--- config.mk ---
export PLATFORM = sky130hd
export DESIGN_NAME = boiler_hot_water_controller
export DESIGN_NICKNAME = d
export VERILOG_FILES = /design/src/rtl/bhwc_pkg.sv /design/src/rtl/boiler_hot_water_controller.sv
export SDC_FILE = /design/constraint.sdc
export NUM_CORES = 1
export LEC_CHECK = 0
export BUFFER_PORTS_ARGS = -buffer_cell sky130_fd_sc_hd__clkbuf_2
export CAP_MARGIN = 5
export CELL_PAD_IN_SITES_DETAIL_PLACEMENT = 1
export CELL_PAD_IN_SITES_GLOBAL_PLACEMENT = 2
export CORE_ASPECT_RATIO = 1.2
export CORE_MARGIN = 8
export CORE_UTILIZATION = 45
export DETAILED_ROUTE_END_ITERATION = 8
export PLACE_DENSITY_LB_ADDON = 0.08
export SYNTH_ARGS = -nofsm -noshare
export SYNTH_HDL_FRONTEND = slang
export SYNTH_SLANG_ARGS = --single-unit
--- constraint.sdc ---
create_clock -name clk -period 24.4 [get_ports clk]
set_input_delay 6.1 -clock clk [delete_from_list [all_inputs] [get_ports clk]]
set_output_delay 6.1 -clock clk [all_outputs]
set_load 0.005 [all_outputs]
--- src/rtl/bhwc_pkg.sv ---
// ----------------------------------------------------------------------------
// bhwc_pkg
// Types, register indexes and constants of the boiler hot water controller.
// ----------------------------------------------------------------------------
package bhwc_pkg;

  localparam int TempW   = 12;
  localparam int OffsetW = 11;
  localparam int CfgIdxW = 3;
  localparam int CfgDatW = 12;
  localparam int CalcW   = 28;

  typedef logic signed [TempW-1:0]   temp_t;
  typedef logic        [OffsetW-1:0] offset_t;
  typedef logic signed [CalcW-1:0]   calc_t;

  typedef enum logic [1:0] {
    MODE_INIT    = 2'd0,
    MODE_IDLE    = 2'd1,
    MODE_FURNACE = 2'd2,
    MODE_STORAGE = 2'd3
  } mode_t;

  typedef enum logic [CfgIdxW-1:0] {
    REG_SYSTEM_ENABLE      = 3'd0,
    REG_CIRCULATION_ENABLE = 3'd1,
    REG_CURVE_AT_PLUS15    = 3'd2,
    REG_CURVE_AT_MINUS15   = 3'd3,
    REG_FURNACE_MAX_OFFSET = 3'd4,
    REG_DHW_MIN_TEMP       = 3'd5,
    REG_DHW_MAX_TEMP       = 3'd6,
    REG_UNUSED             = 3'd7
  } reg_idx_t;

  // temperatures in 1/16 degC
  localparam temp_t   RstCurvePlus15  = 12'sd640;
  localparam temp_t   RstCurveMinus15 = 12'sd1120;
  localparam offset_t RstFurnaceOff   = 11'd160;
  localparam temp_t   RstDhwMin       = 12'sd640;
  localparam temp_t   RstDhwMax       = 12'sd880;

  localparam temp_t OvertempLimit = 12'sd1520;
  localparam calc_t CurveScale    = 28'sd480;
  localparam calc_t CurveMid      = 28'sd240;
  localparam calc_t TargetCap     = 28'sd691200;  // 90 degC times 480
  localparam calc_t HoldMargin    = 28'sd80;      // 5 degC
  localparam logic signed [12:0] PumpBand = 13'sd16;  // 1 degC

endpackage

--- src/rtl/boiler_hot_water_controller.sv ---
// Path: each tick passes through the input register, then the result
// register.
// Throughput: one item per cycle while out_stall does not hold the output; the
// target multiplies sit between the input register and the state/result registers.
// Reset: synchronous, active low; control state to init, relays off, fault
// cleared, configuration registers back to their defaults.
// ----------------------------------------------------------------------------
// boiler_hot_water_controller
// Weather compensated furnace and hot water controller, one control tick per
// transaction, with hysteresis on heater and storage pump and a latched overtemp fault.
// ----------------------------------------------------------------------------
module boiler_hot_water_controller (
  input  logic                 clk,
  input  logic                 rst_n,
  // control ticks
  input  logic                 in_valid,
  output logic                 in_stall,
  input  bhwc_pkg::temp_t      in_outside_temp,
  input  bhwc_pkg::temp_t      in_furnace_temp,
  input  bhwc_pkg::temp_t      in_storage_temp,
  input  logic                 in_sensors_valid,
  // relay commands
  output logic                 out_valid,
  input  logic                 out_stall,
  output logic                 out_heater_on,
  output logic                 out_storage_pump_on,
  output logic                 out_circulation_pump_on,
  output logic [1:0]           out_control_state,
  output logic                 out_running,
  output logic                 out_overtemp_fault,
  // configuration writes
  input  logic                 cfg_valid,
  output logic                 cfg_ready,
  input  bhwc_pkg::reg_idx_t   cfg_index,
  input  logic [bhwc_pkg::CfgDatW-1:0] cfg_data
);
  import bhwc_pkg::*;

  // configuration
  logic    sys_en_r, circ_en_r;
  temp_t   curve_p15_r, curve_m15_r, dhw_min_r, dhw_max_r;
  offset_t furnace_off_r;

  // input register
  logic  s1_valid_r;
  temp_t s1_outside_r, s1_furnace_r, s1_storage_r;
  logic  s1_sens_ok_r;

  // control state, also the result payload
  mode_t mode_r, mode_nxt;
  logic  heater_hold_r, heater_hold_nxt;
  logic  heater_r, heater_nxt;
  logic  spump_r, spump_nxt;
  logic  circ_r, circ_nxt;
  logic  running_r, running_nxt;
  logic  fault_r, fault_nxt;
  logic  out_valid_r;

  logic advance, fire;

  assign cfg_ready = 1'b1;
  assign advance   = !out_valid_r || !out_stall;
  assign fire      = s1_valid_r && advance;
  assign in_stall  = s1_valid_r && !advance;

  always_ff @(posedge clk) begin
    if (!rst_n) begin
      sys_en_r      <= 1'b0;
      circ_en_r     <= 1'b0;
      curve_p15_r   <= RstCurvePlus15;
      curve_m15_r   <= RstCurveMinus15;
      furnace_off_r <= RstFurnaceOff;
      dhw_min_r     <= RstDhwMin;
      dhw_max_r     <= RstDhwMax;
    end else if (cfg_valid && cfg_ready) begin
      unique case (cfg_index)
        REG_SYSTEM_ENABLE:      sys_en_r      <= cfg_data[0];
        REG_CIRCULATION_ENABLE: circ_en_r     <= cfg_data[0];
        REG_CURVE_AT_PLUS15:    curve_p15_r   <= temp_t'(cfg_data);
        REG_CURVE_AT_MINUS15:   curve_m15_r   <= temp_t'(cfg_data);
        REG_FURNACE_MAX_OFFSET: furnace_off_r <= cfg_data[OffsetW-1:0];
        REG_DHW_MIN_TEMP:       dhw_min_r     <= temp_t'(cfg_data);
        REG_DHW_MAX_TEMP:       dhw_max_r     <= temp_t'(cfg_data);
        default: ;
      endcase
    end
  end

  always_ff @(posedge clk) begin
    if (!rst_n) begin
      s1_valid_r <= 1'b0;
    end else if (!in_stall) begin
      s1_valid_r <= in_valid;
    end
  end

  always_ff @(posedge clk) begin
    if (in_valid && !in_stall) begin
      s1_outside_r <= in_outside_temp;
      s1_furnace_r <= in_furnace_temp;
      s1_storage_r <= in_storage_temp;
      s1_sens_ok_r <= in_sensors_valid;
    end
  end

  // target times 480: 480*N + (O+240)*(P-N), capped at 90 degC
  logic signed [12:0] o_mid, p_minus_n, f_minus_s;
  logic signed [25:0] slope_prod;
  calc_t t_raw, target, f480, off480, dmax480, hold_on_lim, hold_off_lim;

  always_comb begin
    o_mid       = 13'(s1_outside_r) + 13'(CurveMid);
    p_minus_n   = 13'(curve_p15_r) - 13'(curve_m15_r);
    slope_prod  = 26'(o_mid) * 26'(p_minus_n);
    t_raw       = calc_t'(curve_m15_r) * CurveScale + calc_t'(slope_prod);
    target      = (t_raw < TargetCap) ? t_raw : TargetCap;
    f480        = calc_t'(s1_furnace_r) * CurveScale;
    off480      = calc_t'($signed({1'b0, furnace_off_r})) * CurveScale;
    dmax480     = calc_t'(dhw_max_r) * CurveScale;
    hold_off_lim = (calc_t'(dhw_max_r) + HoldMargin) * CurveScale;
    if (target > hold_off_lim) hold_off_lim = target;
    hold_on_lim = target - off480;
    if (dmax480 > hold_on_lim) hold_on_lim = dmax480;
    f_minus_s   = 13'(s1_furnace_r) - 13'(s1_storage_r);
  end

  always_ff @(posedge clk) begin
    if (!rst_n) begin
      mode_r        <= MODE_INIT;
      heater_hold_r <= 1'b0;
      heater_r      <= 1'b0;
      spump_r       <= 1'b0;
      circ_r        <= 1'b0;
      running_r     <= 1'b0;
      fault_r       <= 1'b0;
      out_valid_r   <= 1'b0;
    end else begin
      if (advance) begin
        out_valid_r <= s1_valid_r;
      end
      if (fire) begin
        mode_r        <= mode_nxt;
        heater_hold_r <= heater_hold_nxt;
        heater_r      <= heater_nxt;
        spump_r       <= spump_nxt;
        circ_r        <= circ_nxt;
        running_r     <= running_nxt;
        fault_r       <= fault_nxt;
      end
    end
  end

  always_comb begin
    mode_nxt        = mode_r;
    heater_hold_nxt = heater_hold_r;
    heater_nxt      = heater_r;
    spump_nxt       = spump_r;
    circ_nxt        = circ_r;
    running_nxt     = running_r;
    fault_nxt       = fault_r;
    if (!fault_r) begin
      if (!sys_en_r || !s1_sens_ok_r || dhw_min_r >= dhw_max_r) begin
        mode_nxt    = MODE_INIT;
        running_nxt = 1'b0;
        heater_nxt  = 1'b0;
        spump_nxt   = 1'b0;
        circ_nxt    = 1'b0;
      end else if (s1_outside_r > OvertempLimit || s1_furnace_r > OvertempLimit ||
                   s1_storage_r > OvertempLimit) begin
        fault_nxt   = 1'b1;
        mode_nxt    = MODE_INIT;
        running_nxt = 1'b0;
        heater_nxt  = 1'b0;
        spump_nxt   = 1'b0;
        circ_nxt    = 1'b0;
      end else begin
        heater_nxt = 1'b0;
        spump_nxt  = 1'b0;
        circ_nxt   = 1'b0;
        unique case (mode_r)
          MODE_INIT: begin
            running_nxt = 1'b1;
            mode_nxt    = MODE_IDLE;
          end
          MODE_IDLE: begin
            circ_nxt = circ_en_r;
            if (s1_storage_r < dhw_min_r) begin
              heater_hold_nxt = s1_furnace_r < dhw_max_r;
              spump_nxt       = s1_furnace_r > s1_storage_r;
              mode_nxt        = MODE_STORAGE;
            end else if (f480 < target - off480) begin
              mode_nxt = MODE_FURNACE;
            end
          end
          MODE_FURNACE: begin
            heater_nxt = 1'b1;
            circ_nxt   = circ_en_r;
            if (f480 >= target) mode_nxt = MODE_IDLE;
          end
          default: begin
            if (s1_storage_r >= dhw_max_r) begin
              mode_nxt = MODE_IDLE;
            end else begin
              if (heater_hold_r) begin
                if (f480 >= hold_off_lim) heater_hold_nxt = 1'b0;
              end else begin
                if (f480 < hold_on_lim) heater_hold_nxt = 1'b1;
              end
              heater_nxt = heater_hold_nxt;
              // pump holds its state inside the 1 degC band
              if (f_minus_s > -PumpBand && f_minus_s < PumpBand) begin
                spump_nxt = spump_r;
              end else begin
                spump_nxt = f_minus_s >= PumpBand;
              end
            end
          end
        endcase
      end
    end
  end

  assign out_valid               = out_valid_r;
  assign out_heater_on           = heater_r;
  assign out_storage_pump_on     = spump_r;
  assign out_circulation_pump_on = circ_r;
  assign out_control_state       = mode_r;
  assign out_running             = running_r;
  assign out_overtemp_fault      = fault_r;

`ifndef SYNTHESIS
  a_fault_sticky: assert property (@(posedge clk) disable iff (!rst_n)
    fault_r |=> fault_r)
    else $error("overtemp fault cleared without reset");

  a_fault_safe: assert property (@(posedge clk) disable iff (!rst_n)
    fault_r |-> (!heater_r && !spump_r && !circ_r && mode_r == MODE_INIT && !running_r))
    else $error("relays active with overtemp fault latched");

  a_init_idle: assert property (@(posedge clk) disable iff (!rst_n)
    !running_r |-> (!heater_r && !spump_r && !circ_r && mode_r == MODE_INIT))
    else $error("relays or state active while not running");

  a_stall_src: assert property (@(posedge clk) disable iff (!rst_n)
    in_stall |-> (s1_valid_r && out_valid_r && out_stall))
    else $error("input stalled without a blocked transaction");
`endif

endmodule
Yosys cells after proc, flatten, opt, wreduce, memory -nomap -nowiden
Cells that the tools add are included.
{ "word_totals": {"input_bits": 57, "out_inout_bits": 10, "regBits": 108, "wordCells": 136} }
{ "classes": {"add_sub_neg": 6, "eq_ne": 13, "order_cmp": 18, "muxes": 35, "bitwise_logic": 4, "n_mul": 6, "reduce_logical": 34} }
{ "ops": {"columns": ["operator", "n"], "rows": [
  ["$mux 28", 3],
  ["$ge 22x28->1", 2],
  ["$lt 22x28->1", 2],
  ["$mul 12x5->17 const B", 3],
  ["$gt 12x12->1 const B", 3],
  ["$gt 22x28->1", 1],
  ["$gt 28x23->1", 1],
  ["$sub 28x21->28", 1],
  ["$add 22x26->27", 1],
  ["$lt 27x21->1 const B", 1],
  ["$mul 13x13->26", 1],
  ["$sub 12x12->13", 2],
  ["$ge 12x12->1", 2],
  ["$lt 12x12->1", 2],
  ["$mux 1", 22],
  ["$mul 13x5->18 const B", 1],
  ["$reduce_and 2->1", 8],
  ["$mul 11x4->15 const B", 1],
  ["$add 12x8->13 const B", 1],
  ["$add 12x9->13 const B", 1],
  ["$ge 13x6->1 const B", 1],
  ["$gt 13x5->1 const B", 1],
  ["$lt 13x6->1 const B", 1],
  ["$gt 12x12->1", 1],
  ["25 further kinds", 53]
]} }

Depth between registers and ports, before layout
Gate-level depths: netlist (run 1).
{ "logic_depth": {"word_depth": 15, "depth_mapped": 85} }

Worst setup path before layout (run 1)
No wires, ideal clock.
{ "synth_timing": {"kind": "flip-flop to flip-flop", "startpoint": "register curve_m15_r[1]", "endpoint": "register heater_hold_r", "slack_ns": 8.144, "setup_ns": 0.087, "t_arrival_ns": 16.169, "path_stages_with_launch": 81, "t_required_ns": 24.313, "path_cell_list": "dfxtp_1 -> ha_1 -> inv_1 -> fa_1 -> fa_1 -> inv_1 -> ha_1 -> a21oi_1 -> o21ai_0 -> a21oi_1 -> o21ai_0 -> and2_1 -> o21ai_0 -> nand2_1 -> a21o_1 -> a21o_1 -> a21o_1 -> a21o_1 -> (+45 left out) -> nand4b_1 -> nand2_2 -> nor2_4 -> buf_8 -> mux2_4 -> ha_1 -> a21o_1 -> a21o_1 -> a21oi_1 -> nor2b_1 -> o21ai_0 -> nand2b_1 -> a21oi_1 -> o221ai_1 -> nor3_1 -> a211o_1 -> o211ai_1 -> o31ai_1"} }
{ "synth_between": {"elab_chain_cells": 13} }
{ "synth_lines": {"columns": ["item", "line", "text"], "rows": [
  ["start, declared", "boiler_hot_water_controller.sv:41", "temp_t curve_p15_r, curve_m15_r, dhw_min_r, dhw_max_r;"],
  ["start signal, assigned", "boiler_hot_water_controller.sv:71", "curve_m15_r <= RstCurveMinus15;"],
  ["start signal, assigned", "boiler_hot_water_controller.sv:80", "REG_CURVE_AT_MINUS15: curve_m15_r <= temp_t'(cfg_data);"],
  ["$sub 12x12->13", "boiler_hot_water_controller.sv:113", "p_minus_n = 13'(curve_p15_r) - 13'(curve_m15_r);"],
  ["$mul 13x13->26", "boiler_hot_water_controller.sv:114", "slope_prod = 26'(o_mid) * 26'(p_minus_n);"],
  ["$add 22x26->27 (*)", "boiler_hot_water_controller.sv:115", "t_raw = calc_t'(curve_m15_r) * CurveScale + calc_t'(slope_prod);"],
  ["$lt 27x21->1", "boiler_hot_water_controller.sv:116", "target = (t_raw < TargetCap) ? t_raw : TargetCap;"],
  ["$mux 28 (*)", "boiler_hot_water_controller.sv:116", null],
  ["$sub 28x21->28", "boiler_hot_water_controller.sv:122", "hold_on_lim = target - off480;"],
  ["$gt 22x28->1", "boiler_hot_water_controller.sv:123", "if (dmax480 > hold_on_lim) hold_on_lim = dmax480;"],
  ["$mux 28", "boiler_hot_water_controller.sv:123", null],
  ["$lt 22x28->1", "boiler_hot_water_controller.sv:207", "if (f480 < hold_on_lim) heater_hold_nxt = 1'b1;"],
  ["$mux 1", "boiler_hot_water_controller.sv:207", null],
  ["$mux 1 (*)", "boiler_hot_water_controller.sv:204", "if (heater_hold_r) begin"],
  ["$mux 1 (*)", "boiler_hot_water_controller.sv:201", "if (s1_storage_r >= dhw_max_r) begin"],
  ["$pmux 1 s2 (*)", "boiler_hot_water_controller.sv:180", "unique case (mode_r)"],
  ["end signal, assigned", "boiler_hot_water_controller.sv:143", "heater_hold_r <= heater_hold_nxt;"],
  ["end, declared", "boiler_hot_water_controller.sv:51", "logic heater_hold_r, heater_hold_nxt;"]
]} }
Mark *: on every way between the ends. The rest lies on a longest branch, timed or not. The select of a mux whose other input is x is not followed.
A chain may end at the register's enable or synchronous reset.

Worst setup path after layout (run 1)
Same ends and word-level chain as after synthesis.

==> run_results.csv, run 1 <==
group,metric,value,unit
worst_setup_path,cp-start-kind,"flip-flop",
worst_setup_path,arrival,18890,ps
sta,finClkSkew,9.46,ps
global_routing,grt_max_degree,75,
clock_tree,cts_tree,"built",
drt,wl_per_cell,20.8,um
final_layout,diodes,0,
clock_tree,path_clk_slew,80,ps
drt,initialDrtViolationCount,737,
floorplanning,core_area,54700,um^2
worst_setup_path,cp.depth,80,
floorplanning,chipHeight,273,um
worst_setup_path,cp-endpoint,"heater_hold_r$_SDFFE_PN0P_",
yosys,synthAdderAreaFrac,43.9,%
yosys,synth_xor_xnor_area_share,5.75,%
drt,antenna_left,0,
drt,wirelength,76200,um
yosys,synthMuxAreaShare,1.85,%
global_routing,overflow,0,
drt,first_pass_iters,5,
yosys,avgSynthCellArea,8.60,um^2
yosys,seq_area_frac_synth,10.2,%
sta,fin_tns_setup,0,ps
yosys,synth_edf_count,37,
final_layout,layout_common_cells,"544 x inv_1, 403 x ha_1, 290 x fa_1",
yosys,synthCells,2888,
yosys,syn_nets,3638,
worst_setup_path,rr_startpoint,"curve_m15_r[1]$_SDFFE_PN0P_",
floorplanning,dieArea,63000,um^2
worst_setup_path,cp-startpoint,"curve_m15_r[1]$_SDFFE_PN0P_",
clock_tree,root_buffer,"clkbuf_16",
sta,fmax,53.8,MHz
worst_setup_path,slowest_delay,690,ps
clock_tree,hold_buffers,0,
worst_setup_path,regToRegEndpoint,"heater_hold_r$_SDFFE_PN0P_",
clock_tree,cts-htree-levels,3,
worst_setup_path,cpMostUsedCell,"ha_1",
worst_setup_path,cp_slowest_cell,"nor2_4",
floorplanning,start_util,45.4,%
floorplanning,die_w,231,um
sta,hold_viol,0,
placement,io_buffers,65,
worst_setup_path,r2r_slack,5810,ps
yosys,synth_ff_type,"dfxtp_1",
floorplanning,placementRows,94,
sta,setup_viol,0,
clock_tree,cts_setup_buffers,0,
worst_setup_path,critPathCaptureType,"flip-flop",
global_routing,grt_util_all_layers,24.2,%
drt,via_count,20000,
sta,rsz0062_at_grt,"no",
sta,drv_slew,0,
global_routing,grt_pass1_vias,22600,
placement,post-dp-hpwl,67000,um
worst_setup_path,worstPathRequired,24690,ps
yosys,synth_cell_types,94,
final_layout,layout-drive-gt1-share,5.82,%
yosys,synthArstFlopShare,0,%
yosys,synth_area,24800,um^2
yosys,yosys.area_share.simple,14.3,%
drt,viasPerCell,5.47,
sta,max_slew_margin,17.4,%
worst_setup_path,crit_family,"adder cells",
placement,gp_congestion,0.878,
global_routing,grt_pass1_wl,121000,um
floorplanning,io_pins,67,
final_layout,area_growth,6.13,%
global_routing,antenna_found_initial,0,
clock_tree,ctsResizeCount,0,
yosys,synth_top_family_by_area,"adder cells",
final_layout,final_common_cell,"inv_1",
clock_tree,clk-insertion-delay-late,370,ps
worst_setup_path,crit_buf_inv,9,
status,status,"finished clean",
clock_tree,clock_sinks,108,
worst_setup_path,worstRegToRegCells,80,
clock_tree,cts_buffer_depth,2,
flow_run,maxCapViolCount,0,
worst_setup_path,critPathMaxFanout,24,
sta,fin_crit,18590,ps
yosys,synth_seq_cells,108,
worst_setup_path,path_class,"reg -> reg",
sta,worstMarginPinSlew,1230,ps
clock_tree,cts_made_buffers,9,
min_path,hold_path_class,"reg -> reg",
drt,drc,0,
yosys,ys_warn_count,0,
yosys,synth_compound_area_share,14.7,%
final_layout,num-nets-final,3685,
sta,fin_crit_sh,76.2,%
## through the flow
| step | setup WS (ps) | instance area [um^2] | utilization [%] | std cells | hold slack (ps) |
|---|---|---|---|---|---|
| 3_5_place_dp | 5840 | 26000 | 47.6 | 3644 | 468 |
| 2_1_floorplan | 8140 | 24800 | - | 2888 | 443 |
| 3_3_place_gp | 6560 | 26000 | 47.6 | 3644 | 459 |
| 5_1_grt | 4400 | 26400 | 48.2 | 3660 | 518 |
| 4_1_cts | 5830 | 26400 | 48.2 | 3660 | 483 |
| 6_report | 5810 | 26400 | 48.2 | 3660 | 480 |
## worst min path at each step
stage | cells after the start | to | slack, ps | startpoint
floorplan | 2 | curve_p15_r[0]$_SDFFE_PN0P_ | 440 | curve_p15_r[0]$_SDFFE_PN0P_
global placement | 2 | curve_p15_r[0]$_SDFFE_PN0P_ | 460 | curve_p15_r[0]$_SDFFE_PN0P_
detailed placement | 2 | curve_p15_r[0]$_SDFFE_PN0P_ | 470 | curve_p15_r[0]$_SDFFE_PN0P_
CTS | 2 | curve_p15_r[0]$_SDFFE_PN0P_ | 480 | curve_p15_r[0]$_SDFFE_PN0P_
global route | 2 | curve_p15_r[0]$_SDFFE_PN0P_ | 520 | curve_p15_r[0]$_SDFFE_PN0P_
finish | 2 | curve_p15_r[0]$_SDFFE_PN0P_ | 480 | curve_p15_r[0]$_SDFFE_PN0P_
## cells by family (layout without fill, tap and decap cells)
family | count (synthesis) | in the layout
simple gates | 729 | 729
buf+inv | 605 | 657
fa+ha+maj | 699 | 699
mux | 40 | 40
compound gates | 543 | 543
flops | 108 | 108
other cells | 1 | 1
xor+xnor | 163 | 163
## cell usage after synthesis, drive strengths merged (13+ instances only)
cell    instances  area (um^2)
inv           547         2050
ha            403         5040
fa            290         5810
nand2         271         1020
nor2          148          563
a21oi         142          718
xnor2         115         1010
a21o           99          743
o21ai          99          499
dfxtp          71         1420
a21boi         58          435
nand2b         58          363
nor2b          50          313
clkbuf         48          180
xor2           48          420
edfxtp         37         1110
and2           31          194
nand4          31          194
nand3          30          155
nor3           28          156
mux2i          26          273
o211ai         25          188
o21a           16          129
a211oi         14          128
and3           14         87.6
mux2           14          188
or2            13         81.3
or3            13         86.3
## layout make-up
type,count,area (um^2)
Inverter,551,2070
Clock inverter,6,86.3
Multi-Input combinational cell,2175,20000
Tap cell,720,901
Sequential cell,108,2530
Timing Repair Buffer,90,513
Clock buffer,10,250
Fill cell,6564,28300
## flip-flops by register name, summed over array words and instances (netlist names)
name and flops:
out_control_state 2, s1_outside_r 12, sys_en_r 1, curve_m15_r 12
circ_en_r 1, dhw_max_r 12, furnace_off_r 11, out_storage_pump_on 1
s1_furnace_r 12, s1_storage_r 12, heater_hold_r 1, curve_p15_r 12
out_heater_on 1, s1_sens_ok_r 1, out_overtemp_fault 1, out_valid 1
out_running 1, s1_valid_r 1, out_circulation_pump_on 1, dhw_min_r 12
## worst register-to-register path, delay by kind of cell (launching register included)
| kind | cells | cell delay [ps] |
|---|---|---|
| adders and majority gates | 16 | 6190 |
| xor gates and xnor gates | 3 | 430 |
| AOI/OAI and AO/OA | 30 | 5480 |
| and+or+nand+nor | 21 | 4740 |
| buffers and inverters | 9 | 880 |
| DFF | 1 | 440 |
| muxes | 1 | 370 |
## metal layers
metal | up-vias | track usage, % | share of wire (%) | wire length (um)
li1 | 9591 | - | - | -
met1 | 10100 | 26.2 | 39 | 29800
met2 | 241 | 47.8 | 55 | 41800
met3 | 138 | 1.75 | 1.5 | 1160
met4 | 0 | 10.0 | 4.4 | 3380
met5 | - | 0 | 0 | 0
Power of run 1 is left out: the tool's default activity adds up to more than one toggle a clock period on the data nets, which glitch-free logic cannot reach.
==> run 2, diff against run 1 <==
- CORE_UTILIZATION: 45 -> 37
- clock period: 24.4 -> 16.85 ns (I/O delays scaled with it)
==> run_results.csv, run 2 (synthesis results as in run 1) <==
group,metric,value,unit
placement,post-dp-hpwl,71500,um
worst_setup_path,worstRegToRegCells,76,
sta,fmax,61.7,MHz
drt,initialDrtViolationCount,512,
flow_run,maxCapViolCount,0,
worst_setup_path,path_class,"reg -> reg",
floorplanning,placementRows,104,
sta,worstMarginPinSlew,1200,ps
drt,antenna_left,0,
clock_tree,root_buffer,"clkbuf_16",
worst_setup_path,cp_slowest_cell,"or4b_4",
worst_setup_path,regToRegEndpoint,"heater_hold_r$_SDFFE_PN0P_",
min_path,hold_path_class,"reg -> reg",
sta,hold_viol,0,
floorplanning,core_area,66800,um^2
worst_setup_path,critPathMaxFanout,6,
sta,fin_crit_sh,96.1,%
min_path,hold_depth,2,
drt,drc,0,
sta,fin_crit,16190,ps
sta,drv_slew,0,
final_layout,layout_common_cells,"542 x inv_1, 393 x ha_1, 288 x fa_1",
final_layout,design_area,27800,um^2
global_routing,grt_max_degree,75,
sta,finClkSkew,18.6,ps
final_layout,area_growth,11.8,%
drt,wirelength,81100,um
worst_setup_path,critPathCaptureType,"flip-flop",
clock_tree,cts_buffer_depth,2,
worst_setup_path,cp-start-kind,"flip-flop",
final_layout,layout-drive-gt1-share,11.0,%
clock_tree,cts-htree-levels,3,
final_layout,final_common_cell,"inv_1",
floorplanning,die_w,253,um
sta,max_slew_margin,20.0,%
drt,viasPerCell,5.15,
worst_setup_path,cpMostUsedCell,"inv_1",
floorplanning,chipHeight,300,um
placement,gp_congestion,0.857,
worst_setup_path,arrival,16490,ps
global_routing,grt_pass1_vias,22900,
worst_setup_path,worstPathRequired,17150,ps
floorplanning,start_util,37.2,%
min_path,hold_path_end,"curve_p15_r[0]$_SDFFE_PN0P_",
placement,io_buffers,65,
clock_tree,path_clk_slew,90,ps
worst_setup_path,rr_startpoint,"curve_m15_r[2]$_SDFFE_PN0P_",
global_routing,grt_util_all_layers,21.2,%
global_routing,grt_pass1_wl,127000,um
sta,setup_viol,0,
worst_setup_path,slowest_delay,550,ps
floorplanning,io_pins,67,
drt,first_pass_iters,5,
global_routing,antenna_found_initial,0,
clock_tree,cts_made_buffers,9,
min_path,min-delay-start,"curve_p15_r[0]$_SDFFE_PN0P_",
final_layout,num-nets-final,3801,
clock_tree,clk-insertion-delay-late,380,ps
clock_tree,clock_sinks,108,
drt,wl_per_cell,20.5,um
status,status,"finished clean",
clock_tree,cts_tree,"built",
final_layout,diodes,0,
drt,via_count,20400,
worst_setup_path,r2r_slack,660,ps
global_routing,overflow,0,
placement,place_area,27000,um^2
floorplanning,dieArea,75700,um^2
-- run 2: critical path: cells and delay by family, from the launching register on --
kind	cells	cell delay, ps
DFF	1	340
muxes	1	330
adders and majority gates	15	5710
xor gates and xnor gates	3	570
and+or+nand+nor	15	2930
buffers and inverters	13	1180
AOI/OAI and AO/OA	29	5050
-- run 2: metal layers --
| layer | global-route usage (%) | wire length, um | up-vias |
|---|---|---|---|
| met5 | 0 | 0 | - |
| met4 | 6.01 | 2490 | 0 |
| met3 | 1.53 | 996 | 83 |
| met2 | 42.8 | 45400 | 180 |
| met1 | 23.2 | 32200 | 10300 |
| li1 | - | - | 9818 |
-- run 2: timing repair --
action                     CTS  global route
resized for setup           11            60
hold endpoints to repair     0             0
cloned                       0             0
setup endpoints to repair    2             2
hold buffers                 0             0
pin swaps                    1            39
buffers inserted             4            10
-- run 2: metrics by stage --
step / TNS, ps / utilization (%) / worst slack (ps) / instances / hold WS (ps)
after CTS: 0 / 41.1 / 10.9 / 3947 / 485
after global placement: -22.9 / 40.5 / -22.9 / 3927 / 455
after detailed placement: -1010 / 40.5 / -544 / 3927 / 474
after floorplan: 0 / - / 594 / 2888 / 443
final: 0 / 41.6 / 655 / 3957 / 475
after global routing: -242 / 41.6 / -171 / 3957 / 495
-- run 2: area by class of cell --
| type | instances | area [um^2] |
|---|---|---|
| clock buffers | 10 | 229 |
| fillers | 8015 | 39000 |
| clock inverters | 6 | 82.6 |
| flip-flops and latches | 108 | 2540 |
| inverters | 551 | 2070 |
| multi-input cells | 2175 | 20300 |
| repair buffers | 206 | 1400 |
| well taps | 901 | 1130 |
-- run 2: how the worst max path moves through the flow --
| stage | startpoint | to | cells past startpoint | slack [ps] |
|---|---|---|---|---|
| after floorplan | curve_m15_r[1]$_SDFFE_PN0P_ | heater_hold_r$_SDFFE_PN0P_ | 80 | 590 |
| after global placement | curve_m15_r[1]$_SDFFE_PN0P_ | heater_hold_r$_SDFFE_PN0P_ | 78 | -20 |
| after detailed placement | curve_m15_r[1]$_SDFFE_PN0P_ | heater_hold_r$_SDFFE_PN0P_ | 78 | -540 |
| after CTS | curve_m15_r[1]$_SDFFE_PN0P_ | heater_hold_r$_SDFFE_PN0P_ | 82 | 10 |
| after global routing | curve_m15_r[1]$_SDFFE_PN0P_ | heater_hold_r$_SDFFE_PN0P_ | 78 | -170 |
| final | curve_m15_r[2]$_SDFFE_PN0P_ | heater_hold_r$_SDFFE_PN0P_ | 76 | 660 |
Power of run 2 is left out for the same reason.
==> run 3, diff against run 2 <==
- CORE_UTILIZATION: 37 -> 25
==> run_results.csv, run 3 (synthesis results as in run 1) <==
group,metric,value,unit
status,status,"finished clean",
worst_setup_path,path_class,"reg -> reg",
worst_setup_path,arrival,16440,ps
global_routing,grt_pass1_wl,140000,um
worst_setup_path,regToRegEndpoint,"heater_hold_r$_SDFFE_PN0P_",
worst_setup_path,crit_buf_inv,14,
flow_run,maxCapViolCount,0,
sta,fmax,61.7,MHz
worst_setup_path,rr_startpoint,"curve_m15_r[1]$_SDFFE_PN0P_",
clock_tree,cts_tree,"built",
floorplanning,die_w,304,um
min_path,min-delay-start,"curve_p15_r[0]$_SDFFE_PN0P_",
floorplanning,dieArea,110000,um^2
global_routing,use_met1,19.0,%
drt,wirelength,90300,um
min_path,hold_depth,2,
worst_setup_path,slowest_delay,570,ps
floorplanning,placementRows,126,
global_routing,grt_pass1_vias,23400,
sta,worstMarginPinSlew,1230,ps
sta,hold_viol,0,
final_layout,diodes,0,
drt,initialDrtViolationCount,549,
global_routing,overflow,0,
clock_tree,cts-htree-levels,3,
final_layout,area_growth,17.4,%
drt,drc,0,
worst_setup_path,worstPathRequired,17090,ps
final_layout,layout-drive-gt1-share,14.5,%
global_routing,grt_busiest_layer,"met2",
final_layout,multi_input_area,20600,um^2
global_routing,grt_max_degree,75,
placement,post-dp-hpwl,79100,um
floorplanning,start_util,25.2,%
min_path,hold_path_class,"reg -> reg",
worst_setup_path,worstRegToRegCells,69,
floorplanning,chipHeight,361,um
clock_tree,clk-insertion-delay-late,380,ps
sta,fin_crit_sh,96.1,%
worst_setup_path,cp-start-kind,"flip-flop",
placement,io_buffers,65,
clock_tree,cts_made_buffers,9,
final_layout,fin_util,29.6,%
global_routing,antenna_found_initial,0,
worst_setup_path,critPathMaxFanout,6,
global_routing,gr-usage-met2,31.7,%
drt,viasPerCell,4.65,
global_routing,grt_util_all_layers,16.2,%
worst_setup_path,r2r_slack,650,ps
sta,fin_crit,16200,ps
sta,finClkSkew,16.6,ps
global_routing,met3_usage,1.17,%
sta,drv_slew,0,
worst_setup_path,critPathCaptureType,"flip-flop",
final_layout,regArea,2540,um^2
floorplanning,core_area,98500,um^2
worst_setup_path,cpMostUsedCell,"buf_4",
worst_setup_path,cp_slowest_cell,"a2111o_1",
sta,max_slew_margin,17.1,%
clock_tree,hold_buffers,0,
final_layout,final_common_cell,"inv_1",
worst_setup_path,crit_family,"adder cells",
sta,setup_viol,0,
worst_setup_path,cp-startpoint,"curve_m15_r[1]$_SDFFE_PN0P_",
min_path,hold_path_end,"curve_p15_r[0]$_SDFFE_PN0P_",
final_layout,num-nets-final,3890,
drt,first_pass_iters,5,
floorplanning,io_pins,67,
clock_tree,clock_sinks,108,
drt,wl_per_cell,20.4,um
clock_tree,root_buffer,"clkbuf_16",
placement,gp_congestion,0.821,
final_layout,layout_common_cells,"540 x inv_1, 388 x ha_1, 288 x fa_1",
drt,antenna_left,0,
drt,via_count,20600,
clock_tree,cts_buffer_depth,2,
clock_tree,path_clk_slew,80,ps
final_layout,nFillCells,11600,
run 3: cell count changes in the layout (fill, tap and decap cells not counted), sizes merged:
cell  delta
buf     +89
run 3: final cells by class:
| class | instances | area share, % |
|---|---|---|
| Tap cell | 1280 | 5.49 |
| Sequential cell | 108 | 8.71 |
| Clock buffer | 10 | 0.785 |
| Multi-Input combinational cell | 2175 | 70.5 |
| Clock inverter | 6 | 0.244 |
| Inverter | 551 | 7.09 |
| Timing Repair Buffer | 295 | 7.19 |
run 3: how the worst max path moves through the flow:
| stage | cells after the start | end |
|---|---|---|
| after global routing | 84 | heater_hold_r$_SDFFE_PN0P_ |
| after floorplan | 80 | heater_hold_r$_SDFFE_PN0P_ |
| final | 69 | heater_hold_r$_SDFFE_PN0P_ |
| after detailed placement | 79 | heater_hold_r$_SDFFE_PN0P_ |
| after CTS | 78 | heater_hold_r$_SDFFE_PN0P_ |
| after global placement | 78 | heater_hold_r$_SDFFE_PN0P_ |
run 3: worst min-delay path, delay by kind of cell, from the launching register on:
family / cells / cell delay, ps
AND/OR/NAND/NOR: 1 / 50
AO/OA/AOI/OAI: 1 / 60
flip-flops: 1 / 320
run 3: routing by layer:
metal,part of all wire (%),up-vias
met3,1.1,86
met5,0,-
met4,2.5,0
met2,54,144
met1,42,10400
li1,-,9985
run 3: per-stage QoR:
stage	hold WS (ps)	area [um^2]	TNS, ps	setup WS, ps	std cells
6_report	476	29200	0	652	4425
4_1_cts	485	28600	0	2.49	4402
2_1_floorplan	443	24800	0	594	2888
5_1_grt	509	29200	-108	-59.0	4425
3_5_place_dp	472	28100	-1470	-764	4379
3_3_place_gp	460	28100	-606	-315	4379
run 3: repair_timing:
item	in CTS	in global routing
pin swaps	10	75
endpoints found under the setup margin	2	2
resized for setup	24	93
gates cloned	0	0
setup buffers	7	23
Power of run 3 is left out for the same reason.
